**src/rtl/ghic_pkg.sv**
```systemverilog
`timescale 1ns / 1ps
// ----------------------------------------------------------------------------
// ghic_pkg
// Shared sizes, widths and types for the gift-wrap hull inside-count block.
// ----------------------------------------------------------------------------
package ghic_pkg;

    // point set sizing
    localparam int MAX_POINTS = 16;
    localparam int COORD_BITS = 16;
    localparam int MIN_SET    = 3;

    // index and count widths
    localparam int IDX_W      = $clog2(MAX_POINTS);
    localparam int CNT_W      = $clog2(MAX_POINTS + 1);

    // point store: two banks so one set loads while the previous one is walked
    localparam int BANK_DEPTH = 1 << IDX_W;
    localparam int RAM_DEPTH  = 2 * BANK_DEPTH;
    localparam int RAM_AW     = IDX_W + 1;
    localparam int PT_W       = 2 * COORD_BITS;

    // orientation arithmetic
    localparam int DIFF_W     = COORD_BITS + 1;
    localparam int PROD_W     = 2 * DIFF_W;
    localparam int VAL_W      = PROD_W + 1;

    // set queue between loader and walker
    localparam int QDEPTH     = 2;
    localparam int QPTR_W     = (QDEPTH > 1) ? $clog2(QDEPTH) : 1;
    localparam int QCNT_W     = $clog2(QDEPTH + 1);
    localparam int MAX_SETS   = 2;

    // stream word layout
    localparam int FIELD_W    = 16;
    localparam int IN_W       = 2 * FIELD_W;
    localparam int INSIDE_W   = 5;
    localparam int OUT_W      = 8;

    // one loaded set, ready to be walked
    typedef struct packed {
        logic             bank;
        logic [CNT_W-1:0] n;
    } set_cmd_t;

    // queue status seen by the walker and the top level
    typedef struct packed {
        logic              valid;
        logic [QCNT_W-1:0] count;
        set_cmd_t          head;
    } q_stat_t;

endpackage

```
**src/rtl/ghic_ram.sv**
```systemverilog
`timescale 1ns / 1ps
// ----------------------------------------------------------------------------
// ghic_ram
// Generic simple dual-port RAM, one write port, one registered read port.
// ----------------------------------------------------------------------------
module ghic_ram #(
    parameter int WIDTH = 32,
    parameter int DEPTH = 32
) (
    input  logic                     clk,
    input  logic                     we,
    input  logic [$clog2(DEPTH)-1:0] waddr,
    input  logic [WIDTH-1:0]         wdata,
    input  logic [$clog2(DEPTH)-1:0] raddr,
    output logic [WIDTH-1:0]         rdata
);

    logic [WIDTH-1:0] mem_reg [DEPTH];
    logic [WIDTH-1:0] rdata_reg;

    // write port and registered read
    always_ff @(posedge clk)
    begin
        if (we)
        begin
            mem_reg[waddr] <= wdata;
        end
        rdata_reg <= mem_reg[raddr];
    end

    assign rdata = rdata_reg;

endmodule

```
**src/rtl/ghic_front.sv**
```systemverilog
`timescale 1ns / 1ps
// ----------------------------------------------------------------------------
// ghic_front
// Point loader: writes each accepted point, up to MAX_POINTS per set, into the
// active bank and hands a finished set to the walk queue on the last point.
// ----------------------------------------------------------------------------
module ghic_front
    import ghic_pkg::*;
(
    input  logic              clk,
    input  logic              rst_n,
    input  logic              s_axis_tvalid,
    output logic              s_axis_tready,
    input  logic [IN_W-1:0]   s_axis_tdata,   // px [15:0], py [31:16]
    input  logic              s_axis_tlast,   // last_point
    input  logic              sets_full,
    output logic              ram_we,
    output logic [RAM_AW-1:0] ram_waddr,
    output logic [PT_W-1:0]   ram_wdata,
    output logic              push,
    output set_cmd_t          push_cmd
);

    logic [CNT_W-1:0] count_reg, count_next, count_inc;
    logic             bank_reg, bank_next;
    logic             accept, has_room;

    // handshake and store decode
    assign s_axis_tready = !sets_full;
    assign accept        = s_axis_tvalid && !sets_full;
    assign has_room      = count_reg < CNT_W'(MAX_POINTS);
    assign count_inc     = has_room ? count_reg + CNT_W'(1) : count_reg;

    // point write, x in the low half
    assign ram_we    = accept && has_room;
    assign ram_waddr = {bank_reg, count_reg[IDX_W-1:0]};
    assign ram_wdata = {s_axis_tdata[FIELD_W +: COORD_BITS], s_axis_tdata[COORD_BITS-1:0]};

    // close the set on the last point
    assign push          = accept && s_axis_tlast;
    assign push_cmd.bank = bank_reg;
    assign push_cmd.n    = count_inc;

    always_comb
    begin
        count_next = count_reg;
        bank_next  = bank_reg;
        if (accept)
        begin
            if (s_axis_tlast)
            begin
                count_next = '0;
                bank_next  = !bank_reg;
            end
            else
            begin
                count_next = count_inc;
            end
        end
    end

    always_ff @(posedge clk or negedge rst_n)
    begin
        if (!rst_n)
        begin
            count_reg <= '0;
            bank_reg  <= 1'b0;
        end
        else
        begin
            count_reg <= count_next;
            bank_reg  <= bank_next;
        end
    end

endmodule

```
**src/rtl/ghic_queue.sv**
```systemverilog
`timescale 1ns / 1ps
// ----------------------------------------------------------------------------
// ghic_queue
// Short FIFO of loaded sets between the loader and the hull walker.
// ----------------------------------------------------------------------------
module ghic_queue
    import ghic_pkg::*;
(
    input  logic     clk,
    input  logic     rst_n,
    input  logic     push,
    input  set_cmd_t push_cmd,
    input  logic     pop,
    output q_stat_t  stat
);

    set_cmd_t          entry_reg [QDEPTH];
    logic [QPTR_W-1:0] wr_ptr_reg, rd_ptr_reg;
    logic [QCNT_W-1:0] count_reg;

    function automatic logic [QPTR_W-1:0] ptr_inc(input logic [QPTR_W-1:0] p);
        ptr_inc = (p == QPTR_W'(QDEPTH - 1)) ? '0 : p + QPTR_W'(1);
    endfunction

    // entry storage
    always_ff @(posedge clk)
    begin
        if (push)
        begin
            entry_reg[wr_ptr_reg] <= push_cmd;
        end
    end

    // pointers and fill level
    always_ff @(posedge clk or negedge rst_n)
    begin
        if (!rst_n)
        begin
            wr_ptr_reg <= '0;
            rd_ptr_reg <= '0;
            count_reg  <= '0;
        end
        else
        begin
            if (push)
            begin
                wr_ptr_reg <= ptr_inc(wr_ptr_reg);
            end
            if (pop)
            begin
                rd_ptr_reg <= ptr_inc(rd_ptr_reg);
            end
            if (push && !pop)
            begin
                count_reg <= count_reg + QCNT_W'(1);
            end
            else if (pop && !push)
            begin
                count_reg <= count_reg - QCNT_W'(1);
            end
        end
    end

    assign stat.valid = count_reg != '0;
    assign stat.count = count_reg;
    assign stat.head  = entry_reg[rd_ptr_reg];

    // no write into a full queue, no read from an empty one
    a_no_overflow: assert property (@(posedge clk) disable iff (!rst_n)
        push |-> (count_reg < QCNT_W'(QDEPTH)) || pop)
        else $error("set queue overflow");

    a_no_underflow: assert property (@(posedge clk) disable iff (!rst_n)
        pop |-> count_reg != '0)
        else $error("set queue underflow");

endmodule

```
**src/rtl/ghic_walk.sv**
```systemverilog
`timescale 1ns / 1ps
// ----------------------------------------------------------------------------
// ghic_walk
// Hull walker: finds the leftmost point, wraps the hull one vertex at a time
// with a full scan per vertex, and registers the result word; short sets skip the walk.
// ----------------------------------------------------------------------------
module ghic_walk
    import ghic_pkg::*;
(
    input  logic              clk,
    input  logic              rst_n,
    input  q_stat_t           q_stat,
    output logic              pop,
    output logic              busy,
    output logic [RAM_AW-1:0] ram_raddr,
    input  logic [PT_W-1:0]   ram_rdata,
    output logic              m_axis_tvalid,
    input  logic              m_axis_tready,
    output logic [OUT_W-1:0]  m_axis_tdata    // inside_count [4:0], all_on_hull [5],
                                              // too_few [6], walk_overrun [7]
);

    typedef enum logic [3:0] {
        S_IDLE,
        S_MIN_RD,
        S_MIN_CHK,
        S_INIT,
        S_STEP,
        S_CAND_RD,
        S_CAND_LD,
        S_SCAN_RD,
        S_SCAN_MUL,
        S_SCAN_CMP,
        S_NEXT,
        S_DONE
    } state_t;

    state_t                  state_reg;
    logic                    bank_reg;
    logic [CNT_W-1:0]        n_reg, hull_len_reg;
    logic [IDX_W-1:0]        i_reg, start_idx_reg, cur_idx_reg, cand_idx_reg;
    logic [COORD_BITS-1:0]   start_x_reg, start_y_reg, cur_x_reg, cur_y_reg;
    logic [COORD_BITS-1:0]   cand_x_reg, cand_y_reg, b_x_reg, b_y_reg;
    logic signed [PROD_W-1:0] prod_a_reg, prod_b_reg;
    logic                    few_reg, overrun_reg;
    logic                    out_valid_reg;
    logic [OUT_W-1:0]        out_data_reg;

    logic [COORD_BITS-1:0]   rd_x, rd_y;
    logic signed [DIFF_W-1:0] dy_ba, dx_cb, dx_ba, dy_cb;
    logic signed [VAL_W-1:0]  val;
    logic                    ccw, i_last, out_free;
    logic [CNT_W-1:0]        cur_plus;
    logic [IDX_W-1:0]        cand_first, rd_idx;
    logic [CNT_W-1:0]        inside_full;
    logic [INSIDE_W-1:0]     inside_cnt;
    logic                    all_on;

    assign rd_x = ram_rdata[COORD_BITS-1:0];
    assign rd_y = ram_rdata[PT_W-1:COORD_BITS];

    // read address: candidate fetch or scan index
    assign rd_idx    = (state_reg == S_CAND_RD) ? cand_idx_reg : i_reg;
    assign ram_raddr = {bank_reg, rd_idx};

    // orientation of (cur, scanned, cand): two products, then their difference
    assign dy_ba = $signed({1'b0, rd_y}) - $signed({1'b0, cur_y_reg});
    assign dx_cb = $signed({1'b0, cand_x_reg}) - $signed({1'b0, rd_x});
    assign dx_ba = $signed({1'b0, rd_x}) - $signed({1'b0, cur_x_reg});
    assign dy_cb = $signed({1'b0, cand_y_reg}) - $signed({1'b0, rd_y});
    assign val   = $signed({prod_a_reg[PROD_W-1], prod_a_reg})
                 - $signed({prod_b_reg[PROD_W-1], prod_b_reg});
    assign ccw   = val[VAL_W-1];

    // scan bounds and first candidate after the current vertex
    assign i_last     = (CNT_W'(i_reg) + CNT_W'(1)) == n_reg;
    assign cur_plus   = CNT_W'(cur_idx_reg) + CNT_W'(1);
    assign cand_first = (cur_plus == n_reg) ? '0 : cur_plus[IDX_W-1:0];

    // result fields
    assign inside_full = n_reg - hull_len_reg;
    assign inside_cnt  = (few_reg || overrun_reg) ? '0 : INSIDE_W'(inside_full);
    assign all_on      = !few_reg && !overrun_reg && (hull_len_reg == n_reg);

    assign out_free      = !out_valid_reg || m_axis_tready;
    assign pop           = (state_reg == S_IDLE) && q_stat.valid;
    assign busy          = state_reg != S_IDLE;
    assign m_axis_tvalid = out_valid_reg;
    assign m_axis_tdata  = out_data_reg;

    // walk sequencer and output register
    always_ff @(posedge clk or negedge rst_n)
    begin
        if (!rst_n)
        begin
            state_reg     <= S_IDLE;
            bank_reg      <= 1'b0;
            n_reg         <= '0;
            hull_len_reg  <= '0;
            i_reg         <= '0;
            start_idx_reg <= '0;
            cur_idx_reg   <= '0;
            cand_idx_reg  <= '0;
            start_x_reg   <= '0;
            start_y_reg   <= '0;
            cur_x_reg     <= '0;
            cur_y_reg     <= '0;
            cand_x_reg    <= '0;
            cand_y_reg    <= '0;
            b_x_reg       <= '0;
            b_y_reg       <= '0;
            prod_a_reg    <= '0;
            prod_b_reg    <= '0;
            few_reg       <= 1'b0;
            overrun_reg   <= 1'b0;
            out_valid_reg <= 1'b0;
            out_data_reg  <= '0;
        end
        else
        begin
            // the done state reloads the word itself when it is taken
            if (m_axis_tvalid && m_axis_tready && state_reg != S_DONE)
            begin
                out_valid_reg <= 1'b0;
            end
            unique case (state_reg)
                S_IDLE:
                begin
                    if (q_stat.valid)
                    begin
                        bank_reg     <= q_stat.head.bank;
                        n_reg        <= q_stat.head.n;
                        hull_len_reg <= '0;
                        overrun_reg  <= 1'b0;
                        i_reg        <= '0;
                        if (q_stat.head.n < CNT_W'(MIN_SET))
                        begin
                            few_reg   <= 1'b1;
                            state_reg <= S_DONE;
                        end
                        else
                        begin
                            few_reg   <= 1'b0;
                            state_reg <= S_MIN_RD;
                        end
                    end
                end
                S_MIN_RD:
                begin
                    state_reg <= S_MIN_CHK;
                end
                // first point of smallest x
                S_MIN_CHK:
                begin
                    if (i_reg == '0 || rd_x < start_x_reg)
                    begin
                        start_idx_reg <= i_reg;
                        start_x_reg   <= rd_x;
                        start_y_reg   <= rd_y;
                    end
                    if (i_last)
                    begin
                        state_reg <= S_INIT;
                    end
                    else
                    begin
                        i_reg     <= i_reg + IDX_W'(1);
                        state_reg <= S_MIN_RD;
                    end
                end
                S_INIT:
                begin
                    cur_idx_reg <= start_idx_reg;
                    cur_x_reg   <= start_x_reg;
                    cur_y_reg   <= start_y_reg;
                    state_reg   <= S_STEP;
                end
                // add one hull vertex or stop on overrun
                S_STEP:
                begin
                    if (hull_len_reg >= n_reg)
                    begin
                        overrun_reg <= 1'b1;
                        state_reg   <= S_DONE;
                    end
                    else
                    begin
                        hull_len_reg <= hull_len_reg + CNT_W'(1);
                        cand_idx_reg <= cand_first;
                        state_reg    <= S_CAND_RD;
                    end
                end
                S_CAND_RD:
                begin
                    state_reg <= S_CAND_LD;
                end
                S_CAND_LD:
                begin
                    cand_x_reg <= rd_x;
                    cand_y_reg <= rd_y;
                    i_reg      <= '0;
                    state_reg  <= S_SCAN_RD;
                end
                S_SCAN_RD:
                begin
                    state_reg <= S_SCAN_MUL;
                end
                S_SCAN_MUL:
                begin
                    b_x_reg    <= rd_x;
                    b_y_reg    <= rd_y;
                    prod_a_reg <= dy_ba * dx_cb;
                    prod_b_reg <= dx_ba * dy_cb;
                    state_reg  <= S_SCAN_CMP;
                end
                // counterclockwise turn replaces the candidate
                S_SCAN_CMP:
                begin
                    if (ccw)
                    begin
                        cand_idx_reg <= i_reg;
                        cand_x_reg   <= b_x_reg;
                        cand_y_reg   <= b_y_reg;
                    end
                    if (i_last)
                    begin
                        state_reg <= S_NEXT;
                    end
                    else
                    begin
                        i_reg     <= i_reg + IDX_W'(1);
                        state_reg <= S_SCAN_RD;
                    end
                end
                S_NEXT:
                begin
                    cur_idx_reg <= cand_idx_reg;
                    cur_x_reg   <= cand_x_reg;
                    cur_y_reg   <= cand_y_reg;
                    state_reg   <= (cand_idx_reg == start_idx_reg) ? S_DONE : S_STEP;
                end
                S_DONE:
                begin
                    if (out_free)
                    begin
                        out_valid_reg <= 1'b1;
                        out_data_reg  <= {overrun_reg, few_reg, all_on, inside_cnt};
                        state_reg     <= S_IDLE;
                    end
                end
                default:
                begin
                    state_reg <= S_IDLE;
                end
            endcase
        end
    end

    // the walk never records more vertices than the set holds
    a_hull_bound: assert property (@(posedge clk) disable iff (!rst_n)
        hull_len_reg <= n_reg)
        else $error("hull length beyond point count");

    // scan reads stay inside the loaded set
    a_scan_range: assert property (@(posedge clk) disable iff (!rst_n)
        (state_reg == S_SCAN_RD || state_reg == S_MIN_RD) |-> CNT_W'(i_reg) < n_reg)
        else $error("scan index outside set");

    // a new result only comes out of the done state, never with both error flags
    a_result_src: assert property (@(posedge clk) disable iff (!rst_n)
        $rose(out_valid_reg) |-> $past(state_reg == S_DONE) && !(few_reg && overrun_reg))
        else $error("result word loaded outside done state");

endmodule

```
**src/rtl/gift_wrap_hull_inside_count_top.sv**
```systemverilog
`timescale 1ns / 1ps
// ----------------------------------------------------------------------------
// gift_wrap_hull_inside_count_top
// Jarvis-march convex hull over a loaded point set; reports the number of
// points off the hull plus convex, too-few and overrun flags.
// ----------------------------------------------------------------------------
//  port group | dir | word contents (low bit up)
//  s_axis     | in  | tdata: px [15:0], py [31:16]; tlast: last_point
//  m_axis     | out | tdata: inside_count [4:0], all_on_hull [5], too_few [6],
//             |     |        walk_overrun [7]
//
//  loading takes one cycle per point unless the input stalls; the walk first
//  finds the leftmost point, then wraps the hull with a full scan per vertex,
//  through the single read port of the store and the two-stage orientation test.
//  two sets may be outstanding (one loading, one queued or walking); the input
//  stalls while two finished sets wait. reset is asynchronous, active low,
//  and clears the queue, the counters and the result valid.
module gift_wrap_hull_inside_count_top
    import ghic_pkg::*;
(
    input  logic             clk,
    input  logic             rst_n,
    input  logic             s_axis_tvalid,
    output logic             s_axis_tready,
    input  logic [IN_W-1:0]  s_axis_tdata,   // px [15:0], py [31:16]
    input  logic             s_axis_tlast,   // last_point
    output logic             m_axis_tvalid,
    input  logic             m_axis_tready,
    output logic [OUT_W-1:0] m_axis_tdata    // inside_count [4:0], all_on_hull [5],
                                             // too_few [6], walk_overrun [7]
);

    logic              ram_we;
    logic [RAM_AW-1:0] ram_waddr, ram_raddr;
    logic [PT_W-1:0]   ram_wdata, ram_rdata;
    logic              push, pop, busy, sets_full;
    set_cmd_t          push_cmd;
    q_stat_t           q_stat;
    logic [QCNT_W:0]   outstanding;

    // sets queued or being walked
    assign outstanding = {1'b0, q_stat.count} + {{QCNT_W{1'b0}}, busy};
    assign sets_full   = outstanding >= (QCNT_W + 1)'(MAX_SETS);

    // point loader
    ghic_front u_front (
        .clk           (clk),
        .rst_n         (rst_n),
        .s_axis_tvalid (s_axis_tvalid),
        .s_axis_tready (s_axis_tready),
        .s_axis_tdata  (s_axis_tdata),
        .s_axis_tlast  (s_axis_tlast),
        .sets_full     (sets_full),
        .ram_we        (ram_we),
        .ram_waddr     (ram_waddr),
        .ram_wdata     (ram_wdata),
        .push          (push),
        .push_cmd      (push_cmd)
    );

    // two-bank point store
    ghic_ram #(
        .WIDTH (PT_W),
        .DEPTH (RAM_DEPTH)
    ) u_store (
        .clk   (clk),
        .we    (ram_we),
        .waddr (ram_waddr),
        .wdata (ram_wdata),
        .raddr (ram_raddr),
        .rdata (ram_rdata)
    );

    // set queue
    ghic_queue u_queue (
        .clk      (clk),
        .rst_n    (rst_n),
        .push     (push),
        .push_cmd (push_cmd),
        .pop      (pop),
        .stat     (q_stat)
    );

    // hull walker and result register
    ghic_walk u_walk (
        .clk           (clk),
        .rst_n         (rst_n),
        .q_stat        (q_stat),
        .pop           (pop),
        .busy          (busy),
        .ram_raddr     (ram_raddr),
        .ram_rdata     (ram_rdata),
        .m_axis_tvalid (m_axis_tvalid),
        .m_axis_tready (m_axis_tready),
        .m_axis_tdata  (m_axis_tdata)
    );

endmodule
```
**config.mk**
```make
export PLATFORM = sky130hd
export DESIGN_NAME = gift_wrap_hull_inside_count_top
export DESIGN_NICKNAME = d
export VERILOG_FILES = /design/src/rtl/ghic_pkg.sv /design/src/rtl/ghic_ram.sv /design/src/rtl/ghic_front.sv /design/src/rtl/ghic_queue.sv /design/src/rtl/ghic_walk.sv /design/src/rtl/gift_wrap_hull_inside_count_top.sv
export SDC_FILE = /design/constraint.sdc
export NUM_CORES = 2
export LEC_CHECK = 0
export ABC_CLOCK_PERIOD_IN_PS = 11400
export BUFFER_PORTS_ARGS = -buffer_cell sky130_fd_sc_hd__buf_4
export CORE_UTILIZATION = 40
export CTS_BUF_LIST = sky130_fd_sc_hd__clkbuf_16
export CTS_CLUSTER_SIZE = 25
export DETAILED_ROUTE_END_ITERATION = 8
export GPL_TIMING_DRIVEN = 0
export PLACE_DENSITY = 0.58
export SYNTH_ARGS = -nofsm -noshare
export SYNTH_HDL_FRONTEND = slang
export SYNTH_HIERARCHICAL = 1
export SYNTH_SLANG_ARGS = --single-unit
```
**constraint.sdc**
```tcl
create_clock -name clk -period 11.4 [get_ports clk]
set_input_delay 0.57 -clock clk [delete_from_list [all_inputs] [get_ports clk]]
set_output_delay 0.57 -clock clk [all_outputs]
set_load 0.02 [all_outputs]
```
==> flow_metrics.py <==
metrics = {
    "status": {
        "status": "complete, but fails checks",
        "violations": "capacitance limit, slew limit",
    },
    "synth": {
        "ys_ff_latch": 1316,
        "synth_largest_area_cell": "edfxtp_1",
        "postSynthAreaPerCell_sq_um": 12.3,
        "synthTopCellsByArea": "edfxtp_1 (40%), fa_1 (15%), dfrtp_1 (7.9%)",
        "synth_area_sq_mm": 0.0781,
        "ys_types": 102,
        "yosysTopAreaCellShare_pct": 39.9,
        "yosysWarnings": 6,
        "synthCells": 6361,
        "synth_most_common_cell": "edfxtp_1",
        "synth-seq-area-share_pct": 48.6,
        "synth_nets": 7290,
        "synthArstFlopShare_pct": 18.8,
        "synth_edf_count": 1036,
        "synthFlopType": "edfxtp_1",
        "synth_top_cells_by_count": "edfxtp_1 (1036), inv_1 (764), nand2_1 (604), fa_1 (598), mux2i_1 (576)",
    },
    "sta": {
        "period_share_pct": 89.5,
        "fmax_mhz": 98.0,
        "finalHoldViolations": 0,
        "tightest_slew_ns": 1.51,
        "finalSetupViolCount": 0,
        "fin_crit_ns": 10.20,
        "fin_tns_setup_ns": 0,
        "skew_ns": 0.0671,
        "rsz0062_at_grt": "false",
        "maxSlewHeadroom_pct": -1.25,
        "final_max_slew_viol_count": 9,
    },
    "worst_hold_path": {
        "min_path_type": "in -> reg",
        "hold_depth": 1,
    },
    "global_routing": {
        "grt_usage_pct": 21.9,
        "grt_pass1_wl_um": 322000,
        "grt_max_degree": 108,
        "grt_pass1_vias": 50100,
        "overflow": 0,
        "antenna_found_initial": 2,
    },
    "finish": {
        "largest_reg_flops": 1024,
        "syn2layout_area_growth_pct": 11.1,
        "num_antenna_cells": 0,
        "multi_input_area_sq_mm": 0.0359,
        "nFillCells": 17700,
        "seqCellArea_sq_mm": 0.0380,
        "drive_gt1_share_pct": 7.55,
        "nets": 7481,
    },
    "clocking": {
        "clkSinkCount": 1316,
        "cts_tree": "yes",
        "cts_root_buf": "clkbuf_16",
        "clkTransAtPathRegs_ns": 0.06,
        "cts_buffers": 139,
        "ctsHtreeMaxLevel": 4,
        "clk_latency_ns": 0.79,
        "cts_setup_buffers": 0,
        "cts_buffer_depth": 3,
    },
    "detailed_routing": {
        "drt_wl_total_um": 217000,
        "wl_per_cell_um": 23.6,
        "firstDrtPassIters": 5,
        "drc": 0,
        "vias_per_cell": 5.38,
        "postRouteAntennaNets": 0,
        "drt_iter0_drc": 3747,
        "via_count": 49400,
    },
    "setup_path": {
        "crit_type": "reg -> reg",
        "path_max_fanout": 10,
        "cp_slowest_cell": "xnor2_1",
        "crit_top_cell": "fa_1",
        "worst_r2r_path_depth": 29,
        "endpoint_kind": "register",
        "slowest_delay_ns": 1.17,
        "cp.arrival_ns": 10.88,
        "start_kind": "register",
        "critPathRequiredTime_ns": 12.08,
    },
    "floorplan": {
        "start_util_pct": 40.4,
        "core_area_sq_mm": 0.193,
        "dieArea_sq_mm": 0.197,
        "ios": 47,
        "die_x_um": 444,
        "die_y_um": 444,
        "rows": 161,
    },
    "placement": {
        "hpwl_um": 161000,
        "portBuffers": 14,
        "place.gp.congestion": 0.927,
    },
    "run": {
        "cap_violations": 1,
    },
}
-- per-layer routing --
layer | GRT usage, % | vias to the layer above | part of all wire, %
met5 | 0 | - | 0
met4 | 6.62 | 0 | 2.9
met3 | 2.90 | 316 | 4.8
met2 | 37.4 | 1382 | 49
met1 | 28.8 | 25500 | 43
li1 | - | 22300 | -
-- worst max-delay path, delay by kind of cell, from the launching register on --
| family | cells | cell delay [ns] |
|---|---|---|
| AO/OA/AOI/OAI | 9 | 2.72 |
| buffers and inverters | 5 | 0.85 |
| adder cells (fa/ha/maj) | 8 | 3.77 |
| AND/OR/NAND/NOR | 6 | 1.06 |
| flip-flops | 1 | 0.53 |
| XOR/XNOR | 1 | 1.17 |
-- metrics by stage --
step,area (sq um),utilization [%],setup slack (ns),hold slack [ns],instances
finish,86700,44.9,1.20,0.210,9190
global route,86700,44.9,0.728,0.187,9190
CTS,86700,44.9,1.30,0.161,9189
detailed placement,82300,42.6,1.35,0.471,8935
global placement,81300,42.1,1.42,0.461,8901
floorplan,78100,-,3.50,0.274,6361
-- final cells by class --
class | instances | share of cell area, %
buffer | 295 | 1.86
clock buffer | 141 | 4.07
clock inverter | 112 | 0.990
inverter | 764 | 3.31
multi-input combinational | 3986 | 41.4
sequential | 1316 | 43.8
tap | 2526 | 3.65
timing repair buffer | 50 | 0.952
-- path summary, 6_finish.rpt --
path / slack (ns) / from / end
worst max register to register: 1.20 / u_store/rdata[17] / u_walk/prod_b_reg[32]
max in group asynchronous: 9.61 / rst_n / u_walk/cur_y_reg[2]
worst max-delay path: 1.20 / u_store/rdata[17] / u_walk/prod_b_reg[32]
min in group asynchronous: 0.26 / rst_n / u_walk/state_reg[2]
worst min-delay path: 0.21 / s_axis_tdata[27] / u_store/mem_reg[7][27]
worst min register to register: 0.48 / u_walk/prod_b_reg[25] / u_walk/prod_b_reg[25]
-- cells by family (layout without fill, tap and decap cells) --
family / count (synthesis) / count (layout) / share of synthesized area (%)
simple gates: 1443 / 1443 / 8.15
mux: 641 / 641 / 8.48
flops: 1316 / 1316 / 48.6
compound gates: 850 / 850 / 7.15
fa+ha+maj: 892 / 892 / 20.0
buf+inv: 1059 / 1362 / 5.74
xor+xnor: 160 / 160 / 1.82
-- cell usage in the layout (no fill, tap or decap), drive strengths merged, types with 32 or more instances in the layout --
master	Yosys	routed
xnor2	106	106
clkbuf	143	284
nand3	171	171
a21o	43	43
a22oi	96	96
xor2	54	54
nor3	90	90
o21ai	234	234
a21oi	193	193
inv	764	804
nand2	604	604
nor2	377	377
a22o	69	69
mux2	65	65
ha	294	294
buf	152	201
a31oi	41	41
clkinv	0	65
dfxtp	32	32
mux2i	576	576
edfxtp	1036	1036
fa	598	598
nand2b	36	36
dfrtp	248	248
nor2b	33	33
-- what timing repair did --
| action | in CTS | in global routing |
|---|---|---|
| hold endpoints to repair | 35 | 0 |
| hold buffers | 1 | 0 |
| gates resized for setup | 0 | 0 |
Power is not shown: default switching activity piles up to over one toggle a cycle in this logic, so the estimate is an artifact.
